$ cat src/sv/spi_rd12_pkg.sv
package spi_rd12_pkg;

    localparam int CMD_BITS    = 8;
    localparam int READ_CLOCKS = 16;
    localparam int KEEP_BITS   = 12;
    localparam int CNT_W       = 5;
    localparam int DELAY_W     = 16;

    typedef struct packed {
        logic       kind;
        logic [7:0] command;
        logic       miso_in;
    } spi_rd12_in_t;

    typedef struct packed {
        logic        chip_select_n;
        logic        sclk_out;
        logic        mosi_out;
        logic        busy_res;
        logic        done_res;
        logic [11:0] read_word;
    } spi_rd12_out_t;

endpackage

$ cat src/sv/spi_rd12_in_stage.sv
module spi_rd12_in_stage (
    input  logic                       clk,
    input  logic                       rst_n,
    input  logic                       in_valid,
    output logic                       in_ready,
    input  spi_rd12_pkg::spi_rd12_in_t in_data,
    output logic                       item_valid,
    input  logic                       item_take,
    output spi_rd12_pkg::spi_rd12_in_t item_data
);
    import spi_rd12_pkg::*;

    logic         vld_reg;
    logic         vld_next;
    spi_rd12_in_t data_reg;

    assign in_ready = !vld_reg || item_take;

    always_comb
    begin
        vld_next = vld_reg;
        if (in_ready)
        begin
            vld_next = in_valid;
        end
    end

    always_ff @(posedge clk or negedge rst_n)
    begin
        if (!rst_n)
        begin
            vld_reg <= 1'b0;
        end
        else
        begin
            vld_reg <= vld_next;
        end
    end

    always_ff @(posedge clk)
    begin
        if (in_ready && in_valid)
        begin
            data_reg <= in_data;
        end
    end

    assign item_valid = vld_reg;
    assign item_data  = data_reg;

endmodule

$ cat src/sv/spi_rd12_seq.sv
module spi_rd12_seq (
    input  logic                        clk,
    input  logic                        rst_n,
    input  logic [15:0]                 edge_delay,
    input  logic                        item_valid,
    output logic                        item_take,
    input  spi_rd12_pkg::spi_rd12_in_t  item_data,
    output logic                        out_valid,
    input  logic                        out_ready,
    output spi_rd12_pkg::spi_rd12_out_t out_data
);
    import spi_rd12_pkg::*;

    typedef enum logic [2:0] {
        PH_IDLE,
        PH_CMD_LOW,
        PH_CMD_HIGH,
        PH_CMD_END,
        PH_RD_HIGH,
        PH_RD_LOW,
        PH_SAMPLE
    } phase_t;

    phase_t               phase_reg, phase_next;
    logic [CNT_W-1:0]     count_reg, count_next, count_inc;
    logic [CMD_BITS-1:0]  cmd_reg, cmd_next;
    logic [KEEP_BITS-1:0] rx_reg, rx_next;
    logic [DELAY_W-1:0]   delay_reg, delay_next;
    logic                 cs_reg, cs_next;
    logic                 sclk_reg, sclk_next;
    logic                 mosi_reg, mosi_next;
    logic                 done_next;
    logic [KEEP_BITS-1:0] word_next;
    logic                 out_vld_reg, out_vld_next;
    spi_rd12_out_t        out_reg, out_next;

    assign item_take = item_valid && (!out_vld_reg || out_ready);
    assign count_inc = count_reg + 1'b1;

    always_comb
    begin
        phase_next = phase_reg;
        count_next = count_reg;
        cmd_next   = cmd_reg;
        rx_next    = rx_reg;
        delay_next = delay_reg;
        cs_next    = cs_reg;
        sclk_next  = sclk_reg;
        mosi_next  = mosi_reg;
        done_next  = 1'b0;
        word_next  = '0;
        if (phase_reg == PH_IDLE)
        begin
            if (item_data.kind)
            begin
                cs_next    = 1'b0;
                cmd_next   = item_data.command[CMD_BITS-1:0];
                rx_next    = '0;
                count_next = '0;
                phase_next = PH_CMD_LOW;
                delay_next = edge_delay;
            end
        end
        else if (delay_reg != '0)
        begin
            delay_next = delay_reg - 1'b1;
        end
        else
        begin
            case (phase_reg)
                PH_CMD_LOW:
                begin
                    sclk_next  = 1'b0;
                    phase_next = PH_CMD_HIGH;
                    delay_next = edge_delay;
                end
                PH_CMD_HIGH:
                begin
                    mosi_next  = cmd_reg[CMD_BITS-1];
                    cmd_next   = cmd_reg << 1;
                    sclk_next  = 1'b1;
                    delay_next = edge_delay;
                    if (count_inc >= CNT_W'(CMD_BITS))
                    begin
                        count_next = '0;
                        phase_next = PH_CMD_END;
                    end
                    else
                    begin
                        count_next = count_inc;
                        phase_next = PH_CMD_LOW;
                    end
                end
                PH_CMD_END:
                begin
                    sclk_next  = 1'b0;
                    phase_next = PH_RD_HIGH;
                    delay_next = edge_delay;
                end
                PH_RD_HIGH:
                begin
                    sclk_next  = 1'b1;
                    phase_next = PH_RD_LOW;
                    delay_next = edge_delay;
                end
                PH_RD_LOW:
                begin
                    sclk_next  = 1'b0;
                    phase_next = PH_SAMPLE;
                    delay_next = edge_delay;
                end
                PH_SAMPLE:
                begin
                    if (count_reg < CNT_W'(KEEP_BITS))
                    begin
                        rx_next = {rx_reg[KEEP_BITS-2:0], item_data.miso_in};
                    end
                    if (count_inc >= CNT_W'(READ_CLOCKS))
                    begin
                        cs_next    = 1'b1;
                        done_next  = 1'b1;
                        word_next  = rx_next;
                        count_next = '0;
                        delay_next = '0;
                        phase_next = PH_IDLE;
                    end
                    else
                    begin
                        count_next = count_inc;
                        sclk_next  = 1'b1;
                        phase_next = PH_RD_LOW;
                        delay_next = edge_delay;
                    end
                end
                default:
                begin
                    phase_next = PH_IDLE;
                end
            endcase
        end
    end

    always_comb
    begin
        out_next.chip_select_n = cs_next;
        out_next.sclk_out      = sclk_next;
        out_next.mosi_out      = mosi_next;
        out_next.busy_res      = (phase_next != PH_IDLE);
        out_next.done_res      = done_next;
        out_next.read_word     = word_next;
        out_vld_next = out_vld_reg;
        if (!out_vld_reg || out_ready)
        begin
            out_vld_next = item_valid;
        end
    end

    always_ff @(posedge clk or negedge rst_n)
    begin
        if (!rst_n)
        begin
            phase_reg   <= PH_IDLE;
            count_reg   <= '0;
            cmd_reg     <= '0;
            rx_reg      <= '0;
            delay_reg   <= '0;
            cs_reg      <= 1'b1;
            sclk_reg    <= 1'b1;
            mosi_reg    <= 1'b1;
            out_vld_reg <= 1'b0;
            out_reg     <= '0;
        end
        else
        begin
            out_vld_reg <= out_vld_next;
            if (item_take)
            begin
                phase_reg <= phase_next;
                count_reg <= count_next;
                cmd_reg   <= cmd_next;
                rx_reg    <= rx_next;
                delay_reg <= delay_next;
                cs_reg    <= cs_next;
                sclk_reg  <= sclk_next;
                mosi_reg  <= mosi_next;
                out_reg   <= out_next;
            end
        end
    end

    assign out_valid = out_vld_reg;
    assign out_data  = out_reg;

endmodule

$ cat src/sv/spi_cmd_read12_master_unit.sv
// This block sequences a bit-banged SPI read: a command byte goes out MSB first,
// then sixteen read clocks follow and the first twelve MISO samples form the word.
// Each request on the input channel is one clock tick of the pin sequence; it
// carries a start flag, the command byte and the current MISO level.
// Each request produces exactly one result request with the pin levels, the busy
// flag, a one-tick done flag and the received word, which is zero except with done.
// A request is held in an input register and moves into the result register when
// that register is empty or its result is being taken, so each result is
// registered and can be taken when the receiver is ready.
// One request is accepted in every cycle while the receiver does not stall; the
// state update of the pin sequence is the only logic between the two registers.
// When the receiver stalls, the result register holds its request and the input
// register takes one more; input ready falls only when both are full.
// The edge_delay register is written through cfg_we and cfg_wdata; the user must write
// it only while no request is in flight, as the block itself does not enforce this.
// Reset sets chip select, SCLK and MOSI high, clears the sequencer to idle, sets
// edge_delay to zero and empties both registers.
module spi_cmd_read12_master_unit (
    input  logic                        clk,
    input  logic                        rst_n,
    input  logic                        in_valid,
    output logic                        in_ready,
    input  spi_rd12_pkg::spi_rd12_in_t  in_data,
    output logic                        out_valid,
    input  logic                        out_ready,
    output spi_rd12_pkg::spi_rd12_out_t out_data,
    input  logic                        cfg_we,
    input  logic [15:0]                 cfg_wdata
);
    import spi_rd12_pkg::*;

    logic [DELAY_W-1:0] edge_delay_reg;
    logic               item_valid;
    logic               item_take;
    spi_rd12_in_t       item_data;

    always_ff @(posedge clk or negedge rst_n)
    begin
        if (!rst_n)
        begin
            edge_delay_reg <= '0;
        end
        else if (cfg_we)
        begin
            edge_delay_reg <= cfg_wdata;
        end
    end

    spi_rd12_in_stage u_in_stage (
        .clk        (clk),
        .rst_n      (rst_n),
        .in_valid   (in_valid),
        .in_ready   (in_ready),
        .in_data    (in_data),
        .item_valid (item_valid),
        .item_take  (item_take),
        .item_data  (item_data)
    );

    spi_rd12_seq u_seq (
        .clk        (clk),
        .rst_n      (rst_n),
        .edge_delay (edge_delay_reg),
        .item_valid (item_valid),
        .item_take  (item_take),
        .item_data  (item_data),
        .out_valid  (out_valid),
        .out_ready  (out_ready),
        .out_data   (out_data)
    );

endmodule

$ cat config.mk
export PLATFORM = sky130hd
export DESIGN_NAME = spi_cmd_read12_master_unit
export DESIGN_NICKNAME = d
export VERILOG_FILES = /design/src/sv/spi_rd12_pkg.sv /design/src/sv/spi_rd12_in_stage.sv /design/src/sv/spi_rd12_seq.sv /design/src/sv/spi_cmd_read12_master_unit.sv
export SDC_FILE = /design/constraint.sdc
export NUM_CORES = 1
export LEC_CHECK = 0
export ABC_AREA = 1
export BUFFER_PORTS_ARGS = -buffer_cell sky130_fd_sc_hd__buf_4
export CORE_AREA = 4 4 102 104
export DETAILED_ROUTE_END_ITERATION = 10
export DIE_AREA = 0 0 106 108
export GPL_TIMING_DRIVEN = 0
export PLACE_DENSITY = 0.85
export REMOVE_ABC_BUFFERS = 1
export SLEW_MARGIN = 40
export SYNTH_ARGS = -nofsm -noshare
export SYNTH_HDL_FRONTEND = slang
export SYNTH_SLANG_ARGS = --single-unit
$ cat constraint.sdc
create_clock -name clk -period 1.7 [get_ports clk]
set_clock_uncertainty 0.05 [all_clocks]
set_input_delay 0.255 -clock clk [delete_from_list [all_inputs] [get_ports clk]]
set_output_delay 0.255 -clock clk [all_outputs]
set_load 0.02 [all_outputs]
# == After elaboration in Yosys (flattened, before gate mapping) ==
# Index checks and enable logic that the tools add are counted.
# Widths: inputs -> output; s select.
# word_totals
ff_bits,92
latchBits,0
ramBits,0
rom_bits,0
input_bits,31
out_inout_bits,19
elab_cells,99
memories,0
# classes
addsub,2
n_mul,0
n_div,0
magnitude_cmp,3
n_eq_ne,8
shift,0
mux,46
bitwise,0
n_reduce_logical,20
# op_table
cell,n
$mux 12,9
$mux 16,4
$mux 8,4
$pmux 16 s2,1
$mux 5,5
$pmux 3 s6,1
$reduce_bool 16->1,1
$sub 16x1->16 const B,1
$mux 1,15
$mux 3,4
$reduce_and 4->1,3
$pmux 5 s2,1
$eq 3x3->1 const B,3
$eq 3x2->1 const B,2
$reduce_bool 3->1,2
$add 5x1->5 const B,1
$ge 5x4->1 const B,1
$ge 5x5->1 const B,1
$lt 5x4->1 const B,1
$reduce_or 5->1,1
$reduce_bool 2->1,2
$reduce_bool 4->1,1
$eq 3x1->1 const B,1
$logic_not 3->1,1
10 further kinds,13

# == Logic depth before layout (Yosys ltp) ==
# Gate-level depths: netlist (run 1).
# logic_depth
depth_word,7
ltp_mapped,12
depth_no_buf,12

# == Hierarchy ==
# Synthesis (run 1) repeated with hierarchy kept, for this count alone.
# unflattened
hier_cells,618
area_unflattened_um2,4878.4
# by_module_without_submodules
mod,instances,cells_each,area_per_inst_um2
spi_rd12_seq,1,534,3888.7
spi_cmd_read12_master_unit,1,68,644.4
spi_rd12_in_stage,1,16,345.3

# == Worst setup path before layout (run 1) ==
# Ideal clock, no wire load.
# synth_timing
kind,flip-flop to flip-flop
from,register u_seq.delay_reg[0]
to,register u_seq.delay_reg[4]
setup_ns,0.123
arrival_ns,1.509
required_time_ns,1.527
path_slack_ns,0.018
stages_incl_launch_ff,11
cell_sequence,dfrtp_1 -> inv_1 -> ha_1 -> nand3_1 -> nor2_2 -> nand2_4 -> nand2_8 -> buf_4 -> nor2_1 -> o21ai_0 -> nand2_1
# synth_between
elab_chain_len,3
word_cells_on_any_way,6
# synth_lines
element,line,source
start: declaration,spi_rd12_seq.sv:28,"logic [DELAY_W-1:0] delay_reg, delay_next;"
start signal: assignment,spi_rd12_seq.sv:182,delay_reg <= delay_next;
$sub 16x1->16 or $reduce_bool 16->1 (tied branches),"spi_rd12_seq.sv:66, spi_rd12_seq.sv:64",
$mux 16 or $reduce_bool 4->1 (tied branches),n/a,
$mux 16 or $reduce_and 3->1 (tied branches),n/a,
# Several ways; a longest one is shown, not always the timed one.
# A chain may end at the register's enable or synchronous reset.

# == Worst setup path after layout (run 1) ==
# layout_timing
from,register u_seq.delay_reg[0]
to,"register u_seq.out_reg, in the netlist u_seq.out_data[15]"
# layout_between
elab_chain_len,3
# layout_lines
element,line,source
$reduce_bool 16->1,spi_rd12_seq.sv:64,else if (delay_reg != '0)
$mux 1,spi_rd12_seq.sv:64,
$mux 1,spi_rd12_seq.sv:52,if (phase_reg == PH_IDLE)
end signal: assignment,spi_rd12_seq.sv:186,out_reg <= out_next;
end: declaration,spi_rd12_seq.sv:35,"spi_rd12_out_t out_reg, out_next;"
# No other way between the ends.

==> results.md, run 1 <==
* Pwr per Cell Area at 1190 nW/um^2
* Place WS at -309 ps
* Ys flop type: dfrtp_1
* Placed Instances at roughly 770
* Site Rows at 36
* VDD IR-drop max at 706 uV
* Placer Congestion at about 0.91
* First-iteration detailed-routing DRC count at between 300 and 400
* Clock network fraction of design power at between 20% and 30%
* Post-Syn Area per Cell at between 8 and 9 um^2
* RSZ-0062 raised after global routing: yes
* H-tree Lvls at 3
* Post-layout util at approximately 66%
* Worst-path fanout max at 3
* Initial Util at 51.4%
* Total track usage at roughly a fifth
* Setup WS post-layout at -148 ps
* Final Cycle Share at 109%
* Worst Tran Pin Value at between 700 and 800 ps
* Global route overflow at 0
* Share of cells above drive strength 1 at 30.5%
* FF-to-FF setup slack at -150 ps
* Layout fillers at approximately 700
* Antenna violations before repair at 0
* Violated checks: setup timing
* Max reg flops at 17
* Worst min path class: in -> reg
* Routed wire per std cell at 14.8 um
* TritonRoute pass-1 iters at 5
* Register clock-pin slew on the reported worst setup and hold paths at 100 ps
* Critical path required time at approximately 1900 ps
* Cell-internal power at around 4.3 mW
* Reg area at roughly 2400 um^2
* Post-Layout Inst Area at 6250 um^2
* Final WL at ~12 mm
* Ys async rst share at between 80% and 90%
* DRC viols at 0
* Crit. End Element: flip-flop
* Worst hold slack at 27.8 ps
* Fin crit period at around 1800 ps
* CTS tree: done
* Via Count at about 4500
* TritonCTS Sinks at 92
* Inserted Diodes at 0
* Max Buffers Root-to-Sink at 2
* IO Count at 50
* Pins Over Slew Limit at 0
* Synth Register Bits at 92
* Die Area at around 11000 um^2
* Root buf cell: clkbuf_8
* Post-synth top area cell: dfrtp_1
* Yosys top cell area share at 40.3%
* Final net count at ~730
* Switching pwr at between 3 and 4 mW
* Placed inst area at around 5300 um^2
* Largest net degree at the start of global routing at 83
* Post-synthesis sequential area ratio at about half
* Detailed placement HPWL at around 6.7 mm
* First-pass GRT wire length at 19.1 mm
* Chip width at about 110 um
* Finished Layout Cells at around 840
* CTS Buf Count at 9
* # port buffers at slightly below 50
* Routed Antenna Nets at 0
* Final Hold Viols at 0
* Max Freq at 0.541 GHz
* Synth cell types at 36
* Die Ht at approximately 110 um
* EDFF count, synth at 10
* Final setup vio count at 54
* Post-synthesis instance total at 611
* Via density at 5.33
* CORE AREA at 9550 um^2
* Yosys Warn Count at 0
* Crit path launch type: flip-flop
* Status: finished with violations
* Vias in the first global route at between 4000 and 5000
* Clock Latency Late Sink at approximately 380 ps
* Reg power frac at between 30% and 40%
* Area Growth Syn to Fin at 27.5%
* Crit Path Category: reg -> reg
* WP data arrival at approximately 2100 ps
* Multi-input gate area at roughly 2400 um^2
* Switching share of total power at 42.2%
* Slew headroom at 49.9%
* Top post-synthesis cells by area: dfrtp_1 40%, nand2_1 14%, edfxtp_1 6.1%
* LEAKAGE at a little under 3 nW
* Max Cap Violations at 0
* Post-synthesis cell area at about 5000 um^2
* Combinational Power Share at between 40% and 50%
==> stage by stage <==
step,power (mW),setup TNS [ps]
after CTS,7.05,-53.3
after global routing,7.94,-8580
after floorplan,4.52,-581
after global placement,4.97,-11380
final,7.46,-3640
after detailed placement,5.09,-14900
==> synthesized netlist by cell type (6+ instances only) <==
master / count
nand3_1: 32
nor2_1: 56
o21ai_1: 23
mux2_2: 6
o21ai_0: 44
edfxtp_1: 10
inv_2: 8
clkbuf_1: 6
o21ai_2: 20
dfrtp_1: 79
inv_1: 78
nand2_1: 188
==> critical path: stages (launching register included) <==
cell and delay, ps:
dfrtp_1 410, inv_2 90, ha_4 170, nand2_2 80, nor2_4 170, nand2_4 80, nor3_4 230, nand3_1 150
nand2_1 100, nand2_1 70, nand2_2 90, nand2_1 50
==> metal layers <==
metal  global-route usage [%]  wire, um  vias up
li1                         -         -     2107
met1                     24.2      4750     2122
met2                     36.7      6390      175
met3                     5.13       789       48
met4                     8.05       436        0
met5                        0         0        -
==> final timing paths <==
| path | start | cells after the start | end |
|---|---|---|---|
| worst max register to register | u_seq.delay_reg[0]$_DFFE_PN0P_ | 11 | u_seq.out_data[15]$_DFFE_PN0P_ |
| worst min-delay path | cfg_wdata[5] | 3 | edge_delay_reg[5]$_DFFE_PN0P_ |
| worst max-delay path | u_seq.delay_reg[0]$_DFFE_PN0P_ | 11 | u_seq.out_data[15]$_DFFE_PN0P_ |
| min in group asynchronous | rst_n | 2 | edge_delay_reg[4]$_DFFE_PN0P_ |
| max in group asynchronous | rst_n | 2 | u_seq.phase_reg[1]$_DFFE_PN0P_ |
| worst min register to register | u_seq.out_data[12]$_DFFE_PN0P_ | 2 | u_seq.out_data[12]$_DFFE_PN0P_ |
==> cell families after synthesis <==
family / synth area share (%)
and+or+nand+nor: 28.2
buffers and inverters: 9.64
AOI/OAI and AO/OA: 11.6
DFF: 48.0
muxes: 1.38
adders and majority gates: 0.765
xor gates and xnor gates: 0.357
==> layout make-up <==
type / count / area share (%)
clock inverters: 6 / 1.08
well taps: 133 / 2.66
multi-input cells: 419 / 38.7
clock buffers: 10 / 2.20
inverters: 88 / 5.56
flip-flops and latches: 92 / 37.8
repair buffers: 87 / 12.0
==> cell usage in the layout, fill, tap and decap left out, types with 2 or more instances in the layout <==
master         count
a21oi_1            2
a21oi_2            2
buf_12             4
buf_4             67
buf_6              4
clkbuf_8          10
clkinv_4           2
dfrtp_1           74
dfrtp_2            5
dfstp_2            3
dlygate4sd3_1     11
edfxtp_1          10
ha_4               2
inv_1             76
inv_2              7
inv_4              4
inv_8              4
mux2_2             6
nand2_1          177
nand2_2           10
nand2_4            8
nand2_8            4
nand3_1           26
nand3_2            5
nand3_4            3
nand4_1            5
nor2_1            48
nor2_2             8
nor2_4            11
nor2_8             2
nor3_1             3
o211ai_4           2
o21ai_0           32
o21ai_1           20
o21ai_2           35
xor2_1             2
==> repair_timing <==
action / in CTS / in global routing
buffers inserted: 18 / 9
endpoints found under the setup margin: 64 / 63
pin swaps: 16 / 30
resized for setup: 37 / 53
endpoints found under the hold margin: 89 / 0
hold buffers: 11 / 0
cloned: 5 / 2
==> power groups by stage <==
stage          registers, mW  clock network (mW)  logic, mW
6_report                2.96                1.49       3.01
5_1_grt                 3.00                1.62       3.31
4_1_cts                 2.92                1.51       2.61
3_5_place_dp            2.95                   0       2.14
3_3_place_gp            2.93                   0       2.04
2_1_floorplan           2.91                   0       1.61
(Power assumes the default switching activity.)
==> run 2: changes to the inputs <==
--- a/config.mk
+++ b/config.mk
@@ -7,12 +7,11 @@
 export LEC_CHECK = 0
 export ABC_AREA = 1
 export BUFFER_PORTS_ARGS = -buffer_cell sky130_fd_sc_hd__buf_4
-export CORE_AREA = 4 4 102 104
+export CORE_AREA = 4 4 146 148
 export DETAILED_ROUTE_END_ITERATION = 10
-export DIE_AREA = 0 0 106 108
+export DIE_AREA = 0 0 150 152
 export GPL_TIMING_DRIVEN = 0
-export PLACE_DENSITY = 0.85
-export REMOVE_ABC_BUFFERS = 1
+export PLACE_DENSITY = 0.52
 export SLEW_MARGIN = 40
 export SYNTH_ARGS = -nofsm -noshare
 export SYNTH_HDL_FRONTEND = slang
==> run 2 against run 1 <==
Against the previous run: the run still ends with setup timing left; flip-flop and latch count unchanged; cell area rose by 7.6%; non-clock buffer count rose by 17; register-to-register slack gained 90 ps.
==> results.md, run 2 (synthesized netlist as in run 1, its figures left out) <==
* CORE AREA at around 20000 um^2
* Setup WS post-layout at -59.5 ps
* Area Growth Syn to Fin at 37.2%
* TritonCTS Sinks at just over 90
* First-iteration detailed-routing DRC count at around 190
* Worst-path fanout max at 7
* Max Cap Violations at 0
* Inserted Diodes at 0
* Critical path required time at about 1900 ps
* Pins Over Slew Limit at 0
* Register clock-pin slew on the reported worst setup and hold paths at about 80 ps
* Slew headroom at between 50 and 60%
* CP Buf/Inv Count at 2
* Max Freq at 0.568 GHz
* Via density at 4.24
* Commonest non-fill, non-tap cell in the layout: nand2_1
* Total track usage at 11.1%
* Detailed placement HPWL at approximately 8.5 mm
* Share of cells above drive strength 1 at a little over a third
* TritonRoute pass-1 iters at 4
* Largest net degree at the start of global routing at 83
* Routed wire per std cell at 13.1 um
* Final net count at about 740
* CP max stage delay at between 300 and 400 ps
* Final setup vio count at 35
* Delay-heaviest family, CP: simple AND/OR/NAND/NOR gates
* RSZ-0062 raised after global routing: yes
* Initial Util at roughly a quarter
* Post-Layout Inst Area at between 6000 and 7000 um^2
* Place WS at -316 ps
* Final Cycle Share at 104%
* Post-layout util at about a third
* First-pass GRT wire length at about 20 mm
* Die Area at ~23000 um^2
* Max Buffers Root-to-Sink at 2
* Placed inst area at 5610 um^2
* Routed Antenna Nets at 0
* Most frequent cells in the layout: 152 x nand2_1, 76 x inv_1, 76 x dfrtp_1
* Crit. Startpoint: u_seq.delay_reg[0]$_DFFE_PN0P_
* LEAKAGE at around 3.1 nW
* Met3 usage at between 3 and 4%
* Syn_nets at 645
* Root buf cell: clkbuf_16
* Antenna violations before repair at 0
* Clock Latency Late Sink at between 300 and 400 ps
* WP data arrival at 1970 ps
* Die Ht at 152 um
* Final WL at between 10 and 15 mm
* Worst min path class: in -> reg
* Chip width at about 150 um
* Finished Layout Cells at 984
* Via Count at between 4000 and 5000
* Crit path launch type: flip-flop
* Multi-input gate area at between 2000 and 2500 um^2
* Crit Path Category: reg -> reg
* Placed Instances at approximately 930
* Vias in the first global route at about 4000
* CTS tree: done
* Max reg flops at 17
* Placer Congestion at 0.798
* Worst hold slack at about 26 ps
* Crit. End Element: flip-flop
* Pwr per Cell Area at 1180 nW/um^2
* Worst Tran Pin Value at slightly above 700 ps
* Site Rows at 52
* Crit-path cells: inv_2 -> ha_4 -> nand3_4 -> nor2_4 -> nand2_4 -> nand2_8 -> o211ai_4 -> buf_6 -> nand2_2 -> o21ai_2
* Busiest grt layer: met2
* Final setup TNS at -986 ps
* DRC viols at 0
* # port buffers at 48
* Violated checks: setup timing
* Reg area at 2360 um^2
* VDD IR-drop max at approximately 540 uV
* Status: finished with violations
* Layout fillers at around 2200
* Met2 Track Usage GR at between 10% and 20%
* Worst r2r src: u_seq.delay_reg[0]$_DFFE_PN0P_
* Met1 usage at approximately 14%
* Final Hold Viols at 0
* Fin crit period at roughly 1800 ps
* Global route overflow at 0
* CP max stage cell: dfrtp_1
* IO Count at 50
* CTS Buf Count at 9
* H-tree Lvls at 3
* Hold_sp: in_data[7]
* Tot Pwr at 7.96 mW
## run 2: what timing repair did
item / 4_1_cts / 5_1_grt
hold buffers: 1 / 0
buffers inserted: 18 / 11
endpoints found under the setup margin: 64 / 62
endpoints found under the hold margin: 79 / 0
pin swaps: 16 / 23
resized for setup: 33 / 104
gates cloned: 2 / 7
## run 2: worst paths after layout
| check | slack [ps] | endpoint | depth (start not counted) |
|---|---|---|---|
| min in group asynchronous | 430 | edge_delay_reg[5]$_DFFE_PN0P_ | 2 |
| worst max register to register | -60 | u_seq.rx_reg[10]$_DFFE_PN0P_ | 10 |
| worst max-delay path | -60 | u_seq.rx_reg[10]$_DFFE_PN0P_ | 10 |
| worst min-delay path | 30 | u_in_stage.item_data[7]$_DFFE_PP_ | 1 |
| max in group asynchronous | 590 | u_seq.count_reg[2]$_DFFE_PN0P_ | 2 |
| worst min register to register | 420 | u_seq.sclk_reg$_DFFE_PN1P_ | 2 |
## run 2: area by class of cell
type / instances / share of cell area, %
inverters: 88 / 5.13
plain buffers: 19 / 2.62
well taps: 270 / 5.02
flip-flops and latches: 92 / 35.1
clock inverters: 6 / 0.818
multi-input cells: 413 / 36.0
repair buffers: 85 / 11.7
clock buffers: 10 / 3.40
repair inverters: 1 / 0.167
## run 2: routing by layer
metal	vias up	share of wire, %	routed length [um]
met2	53	51	6550
li1	2115	-	-
met3	8	3.4	440
met4	0	0.93	120
met5	-	0	0
met1	1995	45	5780
## run 2: power breakdown
part           leakage [nW]  total, mW  internal [mW]  switching, mW
Sequential             1.12       2.92           2.61          0.311
Clock                 0.140       1.98           1.02          0.962
Combinational          1.86       3.05           1.22           1.83
Total                  3.11       7.96           4.85           3.10
==> run 3: changes to the inputs <==
--- a/config.mk
+++ b/config.mk
@@ -11,7 +11,8 @@
 export DETAILED_ROUTE_END_ITERATION = 10
 export DIE_AREA = 0 0 150 152
 export GPL_TIMING_DRIVEN = 0
-export PLACE_DENSITY = 0.52
+export PLACE_DENSITY = 0.51
+export SKIP_CTS_REPAIR_TIMING = 1
 export SLEW_MARGIN = 40
 export SYNTH_ARGS = -nofsm -noshare
 export SYNTH_HDL_FRONTEND = slang
==> constraint.sdc (replaced) <==
create_clock -name clk -period 2.1 [get_ports clk]
set_clock_uncertainty 0.05 [all_clocks]
set_input_delay 0.315 -clock clk [delete_from_list [all_inputs] [get_ports clk]]
set_output_delay 0.315 -clock clk [all_outputs]
set_load 0.02 [all_outputs]
==> run 3 against run 2 <==
Against the previous run: sequential power shrank 20%; the run ends with hold timing left; highest routed layer unchanged; worst hold slack worse by 96 ps; critical path type unchanged; combinational power shrank 40%; global-route usage decreased by 0.19 points; die area stayed put; setup slack improved by 220 ps; critical path depth did not move.
==> results.md, run 3 (synthesized netlist as in run 1, its figures left out) <==
* Status: finished with violations
* Violated checks: hold timing
* Syn_nets at roughly 650
* CTS tree: done
* Most frequent cells in the layout: 188 x nand2_1, 79 x dfrtp_1, 78 x inv_1
* Placed Instances at just over 900
* First-pass GRT wire length at 19.7 mm
* Max Buffers Root-to-Sink at 2
* WP data arrival at 2140 ps
* Die Ht at about 150 um
* Commonest non-fill, non-tap cell in the layout: nand2_1
* VDD IR-drop max at 401 uV
* TritonRoute pass-1 iters at 4
* Critical path required time at about 2300 ps
* Pins Over Slew Limit at 0
* Worst Tran Pin Value at ~700 ps
* Crit path launch type: flip-flop
* Crit Path Category: reg -> reg
* Die Area at 22800 um^2
* Register clock-pin slew on the reported worst setup and hold paths at around 70 ps
* Initial Util at 24.5%
* H-tree Lvls at 3
* Slew headroom at a little over half
* Max Cap Violations at 0
* Via density at just over 4
* Chip width at 150 um
* CP Buf/Inv Count at 2
* CTS Buf Count at 9
* Final WL at roughly 12 mm
* Final Hold Viols at 44
* Crit-path cells: inv_1 -> ha_1 -> nand3_1 -> nor2_2 -> nand2_4 -> nand2_8 -> buf_4 -> nor2_1 -> o21ai_0 -> nand2_1
* Placed inst area at 5610 um^2
* Share of cells above drive strength 1 at 20.9%
* Site Rows at between 50 and 60
* Inserted Diodes at 0
* Final Cycle Share at between 90 and 100%
* Pwr per Cell Area at between 900 and 1000 nW/um^2
* First-iteration detailed-routing DRC count at 157
* CORE AREA at between 20000 and 25000 um^2
* # port buffers at 48
* Routed wire per std cell at between 10 and 15 um
* Placer Congestion at 0.801
* Global route overflow at 0
* CP max stage cell: dfrtp_1
* Max Freq at 0.514 GHz
* Vias in the first global route at about 3900
* Routed Antenna Nets at 0
* Largest net degree at the start of global routing at 83
* LEAKAGE at 2.75 nW
* Layout fillers at between 2000 and 2500
* Via Count at about 3900
* Detailed placement HPWL at between 8 and 9 mm
* DRC viols at 0
* Finished Layout Cells at ~950
* Worst min path class: in -> async
* Crit. End Element: flip-flop
* Area Growth Syn to Fin at 20.5%
* Delay-heaviest family, CP: simple AND/OR/NAND/NOR gates
* IO Count at 50
* Worst-path fanout max at 10
* Max reg flops at 17
* Post-Layout Inst Area at roughly 5900 um^2
* Fin crit period at slightly below 2000 ps
* TritonCTS Sinks at 92
* Total track usage at 10.9%
* Antenna violations before repair at 0
* RSZ-0062 raised after global routing: yes
* Root buf cell: clkbuf_16
* Clock Latency Late Sink at ~360 ps
* CP max stage delay at ~380 ps
* Final setup vio count at 0
* Final net count at around 700
* Worst hold slack at -70.5 ps
==> run 3: cell count changes in the layout (fill, tap and decap cells not counted), sizes merged <==
cell,delta
buf,-32
clkbuf,-4
dlygate4sd3,-1
clkinv,-1
nand2,-1
==> run 3: cell type report <==
type	count	area [um^2]	share of cell area, %
flip-flops and latches	92	2360	39.9
plain buffers	19	138	2.33
repair buffers	48	367	6.20
inverters	88	335	5.67
well taps	270	338	5.71
clock buffers	10	239	4.04
multi-input cells	412	2090	35.3
clock inverters	6	52.6	0.889
==> run 3: report_power, final <==
part	internal (mW)	switching [mW]
combinational	0.647	1.19
clock	0.857	0.763
sequential	2.11	0.236
==> run 3: through the flow <==
step	power (mW)	util (%)	setup TNS [ps]	setup WS [ps]
after floorplan	3.74	-	0	418
after global placement	4.23	28.0	0	95.9
after detailed placement	4.24	28.0	0	105
after CTS	5.91	29.4	0	88.3
after global routing	6.28	29.5	-40.2	-35.9
final	5.80	29.5	0	156
==> run 3: final timing paths <==
check,end,slack [ps],depth (start not counted),startpoint
setup reg to reg,u_seq.delay_reg[15]$_DFFE_PN0P_,160,10,u_seq.delay_reg[0]$_DFFE_PN0P_
hold / removal,edge_delay_reg[4]$_DFFE_PN0P_,-70,1,rst_n
max in group asynchronous,u_seq.phase_reg[0]$_DFFE_PN0P_,1530,1,rst_n
hold reg to reg,u_seq.sclk_reg$_DFFE_PN1P_,420,2,u_seq.sclk_reg$_DFFE_PN1P_
setup / recovery,u_seq.delay_reg[15]$_DFFE_PN0P_,160,10,u_seq.delay_reg[0]$_DFFE_PN0P_
min in group clk,u_in_stage.item_data[0]$_DFFE_PP_,80,1,in_data[0]
==> run 3: routing by layer <==
metal	wire length, um	track usage (%)	vias up	part of all wire, %
li1	-	-	2046	-
met1	5340	14.1	1802	46
met2	5580	17.6	49	48
met3	443	3.25	11	3.8
met4	188	3.05	0	1.6
met5	0	0	-	0
